$ cat config.mk
export PLATFORM = sky130hd
export DESIGN_NAME = touch_point_tracker_flat
export DESIGN_NICKNAME = d
export VERILOG_FILES = /design/src/rtl/tpt_pkg.sv /design/src/rtl/tpt_if.sv /design/src/rtl/touch_point_tracker.sv /design/src/rtl/tpt_front.sv /design/src/rtl/tpt_match.sv /design/src/flat_wrapper.sv
export SDC_FILE = /design/constraint.sdc
export NUM_CORES = 2
export LEC_CHECK = 0
export BUFFER_PORTS_ARGS = -buffer_cell sky130_fd_sc_hd__buf_4
export CAP_MARGIN = 20
export CORE_ASPECT_RATIO = 1.2
export CORE_MARGIN = 4
export CORE_UTILIZATION = 60
export CTS_BUF_LIST = sky130_fd_sc_hd__clkbuf_4 sky130_fd_sc_hd__clkbuf_8
export DETAILED_ROUTE_END_ITERATION = 7
export PLACE_DENSITY = 0.79
export SYNTH_ARGS = -nofsm -noshare
export SYNTH_HDL_FRONTEND = slang
export SYNTH_SLANG_ARGS = --single-unit
$ cat constraint.sdc
create_clock -name clk_i -period 9.45 [get_ports clk_i]
set_input_delay 0.945 -clock clk_i [delete_from_list [all_inputs] [get_ports clk_i]]
set_output_delay 0.945 -clock clk_i [all_outputs]
set_load 0.1 [all_outputs]
$ cat src/rtl/tpt_pkg.sv
// Shared types and constants of the touch-point tracker.
package tpt_pkg;

  localparam int unsigned MaxTracksDef = 16;
  localparam int unsigned MaxPointsDef = 16;
  localparam logic [7:0]  MaxDistReset = 8'd35;
  localparam int unsigned CoordW       = 12;
  localparam int unsigned IdentW       = 16;
  localparam int unsigned MaxEvents    = 32;
  localparam int unsigned EvCntW       = 6;

  typedef enum logic [1:0] {
    EV_UPDATE = 2'd0,
    EV_REMOVE = 2'd1,
    EV_ADD    = 2'd2
  } event_kind_e;

  typedef struct packed {
    logic [CoordW-1:0] point_x;
    logic [CoordW-1:0] point_y;
    logic              has_point;
    logic              frame_end;
  } point_req_t;

  typedef struct packed {
    logic [1:0]        event_kind;
    logic [IdentW-1:0] track_id;
    logic [CoordW-1:0] track_x;
    logic [CoordW-1:0] track_y;
    logic              last_event;
  } event_req_t;

  // Request passed from the front end to the matcher
  typedef struct packed {
    logic              has_point;
    logic              frame_end;
    logic [CoordW-1:0] px;
    logic [CoordW-1:0] py;
  } cmd_t;

endpackage

$ cat src/rtl/tpt_if.sv
// Valid/ready channel interface carrying one request.
interface tpt_if #(
  parameter type payload_t = logic
);
  logic     valid;
  logic     ready;
  payload_t data;

  modport source (output valid, output data, input ready);
  modport sink   (input valid, input data, output ready);
endinterface

$ cat src/rtl/touch_point_tracker.sv
// Touch-point tracker top level: front queue and matcher.
//
// Usage: in_ch carries one point per request (point_x, point_y, has_point)
// and frame_end closes a frame. Requests with neither flag are dropped.
// At frame end the matcher walks every valid track against every unused
// point and emits update/remove events, then add events for leftover points,
// on out_ch; the final event of a frame has last_event set.
// A point request is registered in the front queue and then stored by the
// matcher. A frame end walks the tracks and points through the single shared
// distance unit (one squarer pair). Each event leaves once the next one is
// formed or the walk ends, so the last flag is known. max_dist is written
// through cfg_we_i/cfg_wdata_i; the user must write it only while idle, and
// the block itself does not enforce this. Reset value 35. Reset empties the
// track table and point list, ident restarts at 1. When out_ch stalls the
// matcher holds its walk; the two-entry front queue keeps taking requests
// until full.
module touch_point_tracker #(
  parameter int unsigned MaxTracks = tpt_pkg::MaxTracksDef,
  parameter int unsigned MaxPoints = tpt_pkg::MaxPointsDef
) (
  input  logic       clk_i,
  input  logic       rst_ni,
  input  logic       cfg_we_i,
  input  logic [7:0] cfg_wdata_i,
  tpt_if.sink        in_ch,
  tpt_if.source      out_ch
);
  import tpt_pkg::*;

  logic       max_dist_q;
  logic [7:0] dist_q;
  logic       cmd_valid, cmd_ready;
  cmd_t       cmd;

  // Hold the distance register
  always_ff @(posedge clk_i or negedge rst_ni) begin
    if (!rst_ni) begin
      dist_q     <= MaxDistReset;
      max_dist_q <= 1'b0;
    end else if (cfg_we_i) begin
      dist_q     <= cfg_wdata_i;
      max_dist_q <= 1'b1;
    end
  end

  tpt_front u_front (
    .clk_i, .rst_ni, .in_ch,
    .cmd_valid_o(cmd_valid), .cmd_o(cmd), .cmd_ready_i(cmd_ready)
  );

  tpt_match #(.MaxTracks(MaxTracks), .MaxPoints(MaxPoints)) u_match (
    .clk_i, .rst_ni, .max_dist_i(dist_q),
    .cmd_valid_i(cmd_valid), .cmd_i(cmd), .cmd_ready_o(cmd_ready), .out_ch
  );

`ifndef ASSERT_OFF
  a_cfg_seen: assert property (@(posedge clk_i) disable iff (!rst_ni)
    cfg_we_i |=> max_dist_q && dist_q == $past(cfg_wdata_i)) else $error("cfg lost");
`endif
endmodule

$ cat src/rtl/tpt_front.sv
// Front end: classify input requests and queue them for the matcher.
module tpt_front (
  input  logic           clk_i,
  input  logic           rst_ni,
  tpt_if.sink            in_ch,
  output logic           cmd_valid_o,
  output tpt_pkg::cmd_t  cmd_o,
  input  logic           cmd_ready_i
);
  import tpt_pkg::*;

  localparam int unsigned Depth = 2;

  cmd_t       fifo_q [Depth];
  logic       wp_q, rp_q;
  logic [1:0] cnt_q;
  logic       push, pop, useful;

  // Drop requests with neither a point nor a frame end
  assign useful      = in_ch.data.has_point | in_ch.data.frame_end;
  assign in_ch.ready = (cnt_q != 2'd2);
  assign push        = in_ch.valid & in_ch.ready & useful;
  assign cmd_valid_o = (cnt_q != 2'd0);
  assign pop         = cmd_valid_o & cmd_ready_i;
  assign cmd_o       = fifo_q[rp_q];

  always_ff @(posedge clk_i) begin
    if (push) begin
      fifo_q[wp_q] <= '{has_point: in_ch.data.has_point, frame_end: in_ch.data.frame_end,
                        px: in_ch.data.point_x, py: in_ch.data.point_y};
    end
  end

  always_ff @(posedge clk_i or negedge rst_ni) begin
    if (!rst_ni) begin
      wp_q  <= 1'b0;
      rp_q  <= 1'b0;
      cnt_q <= 2'd0;
    end else begin
      if (push) wp_q <= ~wp_q;
      if (pop)  rp_q <= ~rp_q;
      cnt_q <= cnt_q + 2'(push) - 2'(pop);
    end
  end

`ifndef ASSERT_OFF
  a_no_overflow: assert property (@(posedge clk_i) disable iff (!rst_ni)
    cnt_q == 2'd2 |-> !push) else $error("queue overflow");
  a_no_underflow: assert property (@(posedge clk_i) disable iff (!rst_ni)
    cnt_q == 2'd0 |-> !pop) else $error("queue underflow");
  a_cnt_range: assert property (@(posedge clk_i) disable iff (!rst_ni)
    cnt_q != 2'd3) else $error("queue count out of range");
`endif
endmodule

$ cat src/rtl/tpt_match.sv
// Back end: store points, match tracks at frame end and emit events.
module tpt_match #(
  parameter int unsigned MaxTracks = tpt_pkg::MaxTracksDef,
  parameter int unsigned MaxPoints = tpt_pkg::MaxPointsDef
) (
  input  logic          clk_i,
  input  logic          rst_ni,
  input  logic [7:0]    max_dist_i,
  input  logic          cmd_valid_i,
  input  tpt_pkg::cmd_t cmd_i,
  output logic          cmd_ready_o,
  tpt_if.source         out_ch
);
  import tpt_pkg::*;

  localparam int unsigned TW = (MaxTracks > 1) ? $clog2(MaxTracks) : 1;
  localparam int unsigned PW = (MaxPoints > 1) ? $clog2(MaxPoints) : 1;
  localparam int unsigned PCW = $clog2(MaxPoints + 1);
  localparam int unsigned TCW = $clog2(MaxTracks + 1);

  typedef enum logic [2:0] {
    S_IDLE, S_TRK, S_SCAN, S_DIST, S_DEC, S_ADD, S_EMIT, S_DONE
  } state_e;

  state_e              state_q;
  logic [MaxTracks-1:0] tvalid_q;
  logic [IdentW-1:0]    tid_q  [MaxTracks];
  logic [2*CoordW-1:0]  tpos_q [MaxTracks];
  logic [2*CoordW-1:0]  pts_q  [MaxPoints];
  logic [MaxPoints-1:0] used_q;
  logic [PCW-1:0]       pcnt_q;
  logic [IdentW-1:0]    nid_q;
  logic [TCW-1:0]       t_q;
  logic [PCW-1:0]       p_q;
  logic [PW-1:0]        best_q;
  logic                 found_q;
  logic [24:0]          bestd_q, dx2_q, dy2_q;
  logic [15:0]          limit_q;
  logic                 ret_add_q;
  event_req_t           ev_q, pend_q, nxt_q;
  logic                 ovalid_q, pend_v_q;
  logic [EvCntW-1:0]    nev_q;

  logic [CoordW:0]      dx, dy;
  logic [2*CoordW-1:0]  tp, pp;
  logic [24:0]          dsum;
  logic                 free_any;
  logic [TW-1:0]        free_t;
  event_req_t           ev_out;
  logic                 emit_go, ev_load;

  assign tp   = tpos_q[t_q[TW-1:0]];
  assign pp   = pts_q[p_q[PW-1:0]];
  assign dx   = {1'b0, tp[CoordW-1:0]} - {1'b0, pp[CoordW-1:0]};
  assign dy   = {1'b0, tp[2*CoordW-1:CoordW]} - {1'b0, pp[2*CoordW-1:CoordW]};
  assign dsum = dx2_q + dy2_q;

  // Lowest free slot of the table
  always_comb begin
    free_any = 1'b0;
    free_t   = '0;
    for (int i = MaxTracks - 1; i >= 0; i--) begin
      if (!tvalid_q[i]) begin
        free_any = 1'b1;
        free_t   = TW'(i);
      end
    end
  end

  // Release the held event once the output register is free
  assign emit_go = ((state_q == S_EMIT) || (state_q == S_DONE)) &&
                   (!pend_v_q || !ovalid_q || out_ch.ready);
  assign ev_load = emit_go && pend_v_q && (nev_q <= EvCntW'(MaxEvents));

  // Mark the last reported event of the frame
  always_comb begin
    ev_out            = pend_q;
    ev_out.last_event = (state_q == S_DONE) || (nev_q == EvCntW'(MaxEvents));
  end

  assign cmd_ready_o  = (state_q == S_IDLE);
  assign out_ch.valid = ovalid_q;
  assign out_ch.data  = ev_q;

  always_ff @(posedge clk_i) begin
    dx2_q <= 25'($signed(dx) * $signed(dx));
    dy2_q <= 25'($signed(dy) * $signed(dy));
  end

  // Sequencer: one step of the track/point walk per cycle, holding in the emit states while the output stalls
  always_ff @(posedge clk_i or negedge rst_ni) begin
    if (!rst_ni) begin
      state_q   <= S_IDLE;
      tvalid_q  <= '0;
      used_q    <= '0;
      pcnt_q    <= '0;
      nid_q     <= IdentW'(1);
      ovalid_q  <= 1'b0;
      pend_v_q  <= 1'b0;
      t_q       <= '0;
      p_q       <= '0;
      nev_q     <= '0;
      found_q   <= 1'b0;
      ret_add_q <= 1'b0;
    end else begin
      ovalid_q <= ev_load | (ovalid_q & ~out_ch.ready);
      if (ev_load) ev_q <= ev_out;
      unique case (state_q)
        S_IDLE: begin
          if (cmd_valid_i) begin
            logic [PCW-1:0] nc;
            nc = pcnt_q;
            if (cmd_i.has_point && pcnt_q < PCW'(MaxPoints)) begin
              pts_q[pcnt_q[PW-1:0]]  <= {cmd_i.py, cmd_i.px};
              used_q[pcnt_q[PW-1:0]] <= 1'b0;
              nc = pcnt_q + 1'b1;
            end
            pcnt_q <= nc;
            if (cmd_i.frame_end) begin
              limit_q  <= 16'(max_dist_i * max_dist_i);
              t_q      <= '0;
              nev_q    <= '0;
              pend_v_q <= 1'b0;
              state_q  <= S_TRK;
            end
          end
        end
        S_TRK: begin
          if (t_q == TCW'(MaxTracks)) begin
            p_q     <= '0;
            state_q <= S_ADD;
          end else if (!tvalid_q[t_q[TW-1:0]]) begin
            t_q <= t_q + 1'b1;
          end else begin
            p_q     <= '0;
            found_q <= 1'b0;
            bestd_q <= '0;
            state_q <= S_SCAN;
          end
        end
        S_SCAN: begin
          if (p_q == pcnt_q) begin
            state_q <= S_DEC;
          end else if (used_q[p_q[PW-1:0]]) begin
            p_q <= p_q + 1'b1;
          end else begin
            state_q <= S_DIST;
          end
        end
        S_DIST: begin
          if (dsum <= {9'd0, limit_q} && (!found_q || dsum <= bestd_q)) begin
            found_q <= 1'b1;
            best_q  <= p_q[PW-1:0];
            bestd_q <= dsum;
          end
          p_q     <= p_q + 1'b1;
          state_q <= S_SCAN;
        end
        S_DEC: begin
          if (found_q) begin
            used_q[best_q]           <= 1'b1;
            tpos_q[t_q[TW-1:0]]      <= pts_q[best_q];
            nxt_q <= '{event_kind: EV_UPDATE, track_id: tid_q[t_q[TW-1:0]],
                       track_x: pts_q[best_q][CoordW-1:0],
                       track_y: pts_q[best_q][2*CoordW-1:CoordW], last_event: 1'b0};
          end else begin
            tvalid_q[t_q[TW-1:0]] <= 1'b0;
            nxt_q <= '{event_kind: EV_REMOVE, track_id: tid_q[t_q[TW-1:0]],
                       track_x: '0, track_y: '0, last_event: 1'b0};
          end
          t_q       <= t_q + 1'b1;
          ret_add_q <= 1'b0;
          state_q   <= S_EMIT;
        end
        S_ADD: begin
          if (p_q == pcnt_q || !free_any) begin
            state_q <= S_DONE;
          end else if (used_q[p_q[PW-1:0]]) begin
            p_q <= p_q + 1'b1;
          end else begin
            tvalid_q[free_t] <= 1'b1;
            tid_q[free_t]    <= nid_q;
            tpos_q[free_t]   <= pp;
            nxt_q <= '{event_kind: EV_ADD, track_id: nid_q, track_x: pp[CoordW-1:0],
                       track_y: pp[2*CoordW-1:CoordW], last_event: 1'b0};
            nid_q     <= (nid_q == '1) ? IdentW'(1) : nid_q + 1'b1;
            p_q       <= p_q + 1'b1;
            ret_add_q <= 1'b1;
            state_q   <= S_EMIT;
          end
        end
        S_EMIT: begin
          // Hold the previous event until the new one is known not to be last
          if (emit_go) begin
            pend_q   <= nxt_q;
            pend_v_q <= 1'b1;
            if (nev_q <= EvCntW'(MaxEvents)) nev_q <= nev_q + 1'b1;
            state_q  <= ret_add_q ? S_ADD : S_TRK;
          end
        end
        S_DONE: begin
          if (emit_go) begin
            pend_v_q <= 1'b0;
            pcnt_q   <= '0;
            used_q   <= '0;
            state_q  <= S_IDLE;
          end
        end
        default: state_q <= S_IDLE;
      endcase
    end
  end

`ifndef ASSERT_OFF
  a_ident_nonzero: assert property (@(posedge clk_i) disable iff (!rst_ni)
    nid_q != '0) else $error("identifier zero");
  a_pcnt_bound: assert property (@(posedge clk_i) disable iff (!rst_ni)
    pcnt_q <= PCW'(MaxPoints)) else $error("point count overflow");
  a_ev_hold: assert property (@(posedge clk_i) disable iff (!rst_ni)
    ovalid_q && !out_ch.ready |=> ovalid_q && $stable(ev_q)) else $error("event lost");
  a_idle_clear: assert property (@(posedge clk_i) disable iff (!rst_ni)
    state_q == S_IDLE |-> !pend_v_q) else $error("pending event at idle");
`endif
endmodule

$ cat src/flat_wrapper.sv
// flat-port wrapper written by rule: the top's interface ports become plain ports
module touch_point_tracker_flat import tpt_pkg::*;
#(
  parameter int unsigned MaxTracks = tpt_pkg::MaxTracksDef,
  parameter int unsigned MaxPoints = tpt_pkg::MaxPointsDef
)
  (clk_i, rst_ni, cfg_we_i, cfg_wdata_i, in_ch_valid, in_ch_data, in_ch_ready, out_ch_valid, out_ch_data, out_ch_ready);
  tpt_if #(.payload_t(point_req_t)) in_ch_i ();
  tpt_if #(.payload_t(event_req_t)) out_ch_i ();
  input  logic clk_i;
  input  logic rst_ni;
  input  logic cfg_we_i;
  input  logic [7:0] cfg_wdata_i;
  input wire logic [$bits(in_ch_i.valid)-1:0] in_ch_valid;
  input wire logic [$bits(in_ch_i.data)-1:0] in_ch_data;
  output wire logic [$bits(in_ch_i.ready)-1:0] in_ch_ready;
  output wire logic [$bits(out_ch_i.valid)-1:0] out_ch_valid;
  output wire logic [$bits(out_ch_i.data)-1:0] out_ch_data;
  input wire logic [$bits(out_ch_i.ready)-1:0] out_ch_ready;
  assign in_ch_i.valid = in_ch_valid;
  assign in_ch_i.data = in_ch_data;
  assign in_ch_ready = in_ch_i.ready;
  assign out_ch_valid = out_ch_i.valid;
  assign out_ch_data = out_ch_i.data;
  assign out_ch_i.ready = out_ch_ready;
  touch_point_tracker #(.MaxTracks(MaxTracks), .MaxPoints(MaxPoints)) u_core (.clk_i(clk_i), .rst_ni(rst_ni), .cfg_we_i(cfg_we_i), .cfg_wdata_i(cfg_wdata_i), .in_ch(in_ch_i), .out_ch(out_ch_i));
endmodule
After elaboration in Yosys (flattened, before gate mapping)
Memory sizes are Yosys's and may differ from the RTL's. A register that Yosys moved wholly into a read port is not among the register bits.
Cells that the tools add are included.
{ "totals": {"in_bits": 39, "ram_bits": 1076, "regBits": 310, "mem_count": 4, "output_inout_bits": 45} }
{ "mem_list": {"columns": ["memory", "words", "word_bits", "rd", "rd_ports_with_merged_regs", "wr", "line_no", "rtl"], "rows": [
  ["u_core.u_match.pts_q", 16, 24, 2, 1, 1, "tpt_match.sv:29", "logic [2*CoordW-1:0] pts_q [MaxPoints];"],
  ["u_core.u_match.tpos_q", 16, 24, 1, 0, 1, "tpt_match.sv:28", "logic [2*CoordW-1:0] tpos_q [MaxTracks];"],
  ["u_core.u_match.tid_q", 16, 16, 1, 0, 1, "tpt_match.sv:27", "logic [IdentW-1:0] tid_q [MaxTracks];"],
  ["u_core.u_front.fifo_q", 2, 26, 1, 0, 1, "tpt_front.sv:14", "cmd_t fifo_q [Depth];"]
]} }
{ "op_classes": {"n_mux": 123, "n_lt_le_gt_ge": 13, "multipliers": 3, "bitwise": 17, "addsub": 10, "n_eq_ne": 31, "n_reduce_logical": 50} }
{ "op_table": {"columns": ["op", "n"], "rows": [
  ["$mux 16", 8],
  ["$mux 43", 2],
  ["$pmux 43 s2", 1],
  ["$mux 25", 3],
  ["$mux 4", 18],
  ["$mux 5", 12],
  ["$mul 13x13->25", 2],
  ["$pmux 25 s2", 1],
  ["$pmux 16 s3", 1],
  ["$mux 1", 45],
  ["$mux 42", 1],
  ["$mux 3", 11],
  ["$and 16x16->16", 2],
  ["$not 16->16", 2],
  ["$or 16x16->16", 2],
  ["$pmux 16 s2", 1],
  ["$ne 2x2->1 const B", 15],
  ["$reduce_and 5->1", 6],
  ["$sub 12x12->13", 2],
  ["$add 25x25->25", 1],
  ["$le 25x16->1", 1],
  ["$le 25x25->1", 1],
  ["$lt 4x5->1 const B", 5],
  ["$mux 24", 1],
  ["43 further kinds", 103]
]} }

Logic depth before layout (Yosys ltp)
{ "depth": {"word_depth": 24, "ltp_mapped": 38} }

Cells and area by module
A second synthesis with hierarchy kept.
{ "unflattened": {"cells_unflattened": 4440, "area_unflattened_um2": 70457.6} }
{ "modules_own_cells": {"columns": ["module", "cells_per_inst", "area_each_um2", "instances"], "rows": [
  ["tpt_match", 4324, 67953.9, 1],
  ["tpt_front", 99, 2168.3, 1],
  ["touch_point_tracker", 17, 335.3, 1]
]} }

Worst setup path after synthesis
No wires, ideal clock.
{ "synth_path": {"path_type": "register -> register", "from": "register u_core.u_match.p_q[0]", "to": "register u_core.u_match.dx2_q[23]", "period_less_slack_ns": 9.673, "slack_ns": -0.223, "path_stages_with_launch": 36, "t_arrival_ns": 9.550, "setup_time_ns": 0.123, "required_time_ns": 9.327, "cell_sequence": "dfrtp_1 -> clkbuf_1 -> clkbuf_1 -> buf_1 -> mux4_2 -> mux4_2 -> ha_1 -> fa_1 -> nor2b_1 -> o21ai_0 -> a21boi_0 -> o21ai_0 -> a21oi_1 -> nor2_1 -> xor2_1 -> clkinv_1 -> nand2_1 -> fa_1 -> fa_1 -> inv_1 -> fa_1 -> fa_1 -> inv_1 -> fa_1 -> inv_1 -> ha_1 -> ha_1 -> nand3_1 -> o22ai_1 -> o41a_1 -> a41oi_1 -> a21oi_1 -> a41o_1 -> nor2_1 -> a21oi_1 -> xor2_1"} }
{ "synth_via": {"elab_chain_cells": 3} }
{ "synth_rtl": {"columns": ["element", "line_no", "rtl"], "rows": [
  ["start: declaration", "tpt_match.sv:34", "logic [PCW-1:0] p_q;"],
  ["start signal: assignment", "tpt_match.sv:145", "p_q <= p_q + 1'b1;"],
  ["start signal: assignment", "tpt_match.sv:156", "p_q <= p_q + 1'b1;"],
  ["start signal: assignment", "tpt_match.sv:179", "p_q <= p_q + 1'b1;"],
  ["$mem_v2 16x24", null, null],
  ["$sub 12x12->13", "tpt_match.sv:54", "assign dx = {1'b0, tp[CoordW-1:0]} - {1'b0, pp[CoordW-1:0]};"],
  ["$mul 13x13->25", "tpt_match.sv:86", "dx2_q <= 25'($signed(dx) * $signed(dx));"],
  ["end signal: assignment", "tpt_match.sv:86", null],
  ["end: declaration", "tpt_match.sv:37", "logic [24:0] bestd_q, dx2_q, dy2_q;"]
]} }
Every way passes these cells.
A chain may end at the register's enable or synchronous reset.

Worst setup path after layout
Ends and elaborated chain as after synthesis.

==> results.txt <==
outcome = finished, final reports clean
Most common cell on crit path = fa_1
I/O Pins = 84
initial core utilization = 60.59%
TNS Setup = 0 ps
Max Slew Vio Count = 0
critical path arrival = 9730 ps
die height = 383.8 microns
layout cells sized above 1 = 23.90%
final wirelength = 163300 microns
clk slew on worst S/H paths = 60 ps
CP delay by family, top = adder cells
port buffer count = 83
Max Cap Viol = 0
vias in the first global route = 42540
fraction of the cycle the final worst path needs = 94.92%
worst-path maximum fanout = 17
FP Rows = 137
Vias = 40390
most common cell after layout, fill and taps aside = edfxtp_1
# DRC = 0
Crit path required time = 10210 ps
grt ovf = 0
Peak Freq = 111.5 MHz
first-pass GRT wire length = 248600 microns
Synth Flop Type = edfxtp_1
worst skew pair latency = 910 ps
drt via density = 6.224
Synth Warn # = 0
cells after synthesis = 4486
CP max-delay cell = mux4_2
Layout area overhead = 11.04%
GRT Resource Usage Total = 26.94%
Die Wd = 321.2 microns
# fillers = 7570
Detailed Route Iter0 Violations = 4394
initial antenna violation count = 1
Post-synth EDFFs = 1247
Post-Route Skew = 58.25 ps
final setup violation count = 0
worst slew pin tran = 1178 ps
syn_area_per_cell = 15.74 sq um
highest cell delay on the worst timing path = 610 ps
Hold Path Class = in -> reg
critical path class = reg -> reg
Worst Setup End Kind = flop
GPL Wtd Cong = 0.8579
critical path buffer and inverter count = 7
TritonCTS Sinks = 1387
DIE AREA = 123300 sq um
FF+latch count, synth = 1387
1st-pass router iterations = 6
Cell variety after synth = 82
buffer depth of the longest clock path = 3
nets = 5390
Routed WL per cell = 25.16 microns
largest net degree at the start of global routing = 68
Routed Antenna Nets = 0
Root Driver = clkbuf_8
CTS Buf Count = 203
CTS tree = yes
critical path startpoint category = flop
H-tree lvl count = 4
area of the core = 116600 sq um
most frequent cells in the layout = edfxtp_1, inv_1, mux4_2
Rel. slew slack = 21.27%
register area share after synthesis = 57.62%
post-route minimum period = 8970 ps
detailed placer's ending HPWL = 107800 microns
asr flop ratio synth = 6.345%
Final Hold Vio Count = 0
synthesized cell area = 70630 sq um
==> through the flow <==
stage / worst slack, ps / utilization, % / instances / area (sq um) / hold slack (ps)
floorplan: 7.159 / - / 4487 / 70640 / 400.3
global placement: 293.3 / 63.53 / 6098 / 74050 / 400.4
detailed placement: 110.7 / 63.54 / 6101 / 74070 / 405.2
CTS: 78.87 / 67.12 / 6477 / 78240 / 121.7
global route: -49.50 / 67.28 / 6489 / 78430 / 146.7
finish: 480.3 / 67.28 / 6489 / 78430 / 220.4
==> logic make-up (layout without fill, tap and decap cells) <==
logic type                 Yosys count  in the layout  synth area share (%)
AOI/OAI and AO/OA                  423            423                 3.641
xor gates and xnor gates           132            132                 1.648
adders and majority gates          562            562                 13.20
buffers and inverters              661           1133                 3.550
DFF                               1387           1387                 57.62
muxes                              497            497                 15.09
other                                1              3              0.005310
and+or+nand+nor                    823            823                 5.251
==> registers in the layout (all words and copies together) (netlist names), 3 cells and up, named ones only <==
name,cells
u_core.u_match.t_q,5
u_core.u_match.tvalid_q,16
u_core.u_match.dy2_q,24
u_core.u_match.bestd_q,25
u_core.u_match.tid_q,256
u_core.u_front.fifo_q,52
u_core.u_match.out_ch.data,43
u_core.u_match.limit_q,15
u_core.u_match.pcnt_q,5
u_core.u_match.nid_q,16
u_core.u_match.nxt_q,42
u_core.u_match.pts_q,384
u_core.u_match.tpos_q,384
u_core.u_match.ev_out,42
u_core.dist_q,8
u_core.u_match.dx2_q,24
u_core.u_match.p_q,5
u_core.u_match.best_q,4
u_core.u_match.nev_q,6
u_core.u_match.state_q,3
u_core.u_match.used_q,16
==> cells in the mapped netlist (8+ instances only) <==
cell	instances	area, sq um
edfxtp_1	1247	37450
inv_1	480	1802
mux4_2	449	10110
nand2_1	349	1310
fa_1	305	6106
ha_1	257	3216
nor2_1	213	799.5
o21ai_0	175	875.8
clkbuf_1	126	473.0
a21oi_1	97	485.5
xnor2_1	85	744.5
dfrtp_1	84	2102
dfxtp_1	52	1041
xor2_1	46	402.9
and2_1	40	250.2
buf_1	40	150.1
nand3_1	39	195.2
a21o_1	38	285.3
mux2_2	35	394.1
nor3_1	35	175.2
nand2b_1	33	206.5
nor2b_1	21	131.4
nand4_1	20	125.1
and3_1	16	100.1
a31oi_1	13	81.33
or3_1	12	75.07
a211oi_1	11	82.58
nor4_1	11	68.82
o211ai_1	11	82.58
mux2i_1	9	90.09
o21bai_1	9	67.56
a21boi_0	8	60.06
clkinv_1	8	30.03
o21a_1	8	60.06
==> repair_timing <==
| action | 4_1_cts | 5_1_grt |
|---|---|---|
| setup endpoints to repair | 0 | 12 |
| buffers inserted | 0 | 11 |
| resized for setup | 0 | 24 |
| hold buffers | 1 | 0 |
| hold endpoints to repair | 16 | 0 |
==> final cells by class <==
class,count,area [sq um],area share (%)
inverters,489,1839,2.345
diodes,1,2.502,0.003191
clock buffers,293,3588,4.576
well taps,1529,1913,2.439
multi-input cells,2439,27660,35.27
repair buffers,269,2118,2.701
clock inverters,82,574.3,0.7323
flip-flops and latches,1387,40730,51.93
==> metal layers <==
metal / up-vias / global-route usage, % / wire length (microns)
li1: 17290 / - / -
met1: 20650 / 33.41 / 57800
met2: 2027 / 48.00 / 86420
met3: 415 / 4.136 / 12370
met4: 0 / 10.49 / 6684
met5: - / 0 / 0
==> path summary, 6_finish.rpt <==
path	startpoint	to	slack, ps	cells after the start
max in group asynchronous	rst_ni	u_core.u_match.t_q[2]	7210	4
max reg2reg	u_core.u_match.p_q[0]	u_core.u_match.dx2_q[23]	480	33
max	u_core.u_match.p_q[0]	u_core.u_match.dx2_q[23]	480	33
min in group asynchronous	rst_ni	u_core.u_match.pcnt_q[3]	460	2
min reg2reg	u_core.u_match.ev_out[36]	u_core.u_match.out_ch.data[36]	410	0
min	in_ch_data[19]	u_core.u_front.fifo_q[1][17]	220	1
Power is not shown: default switching activity piles up to over one toggle a cycle in this logic, so the estimate is an artifact.
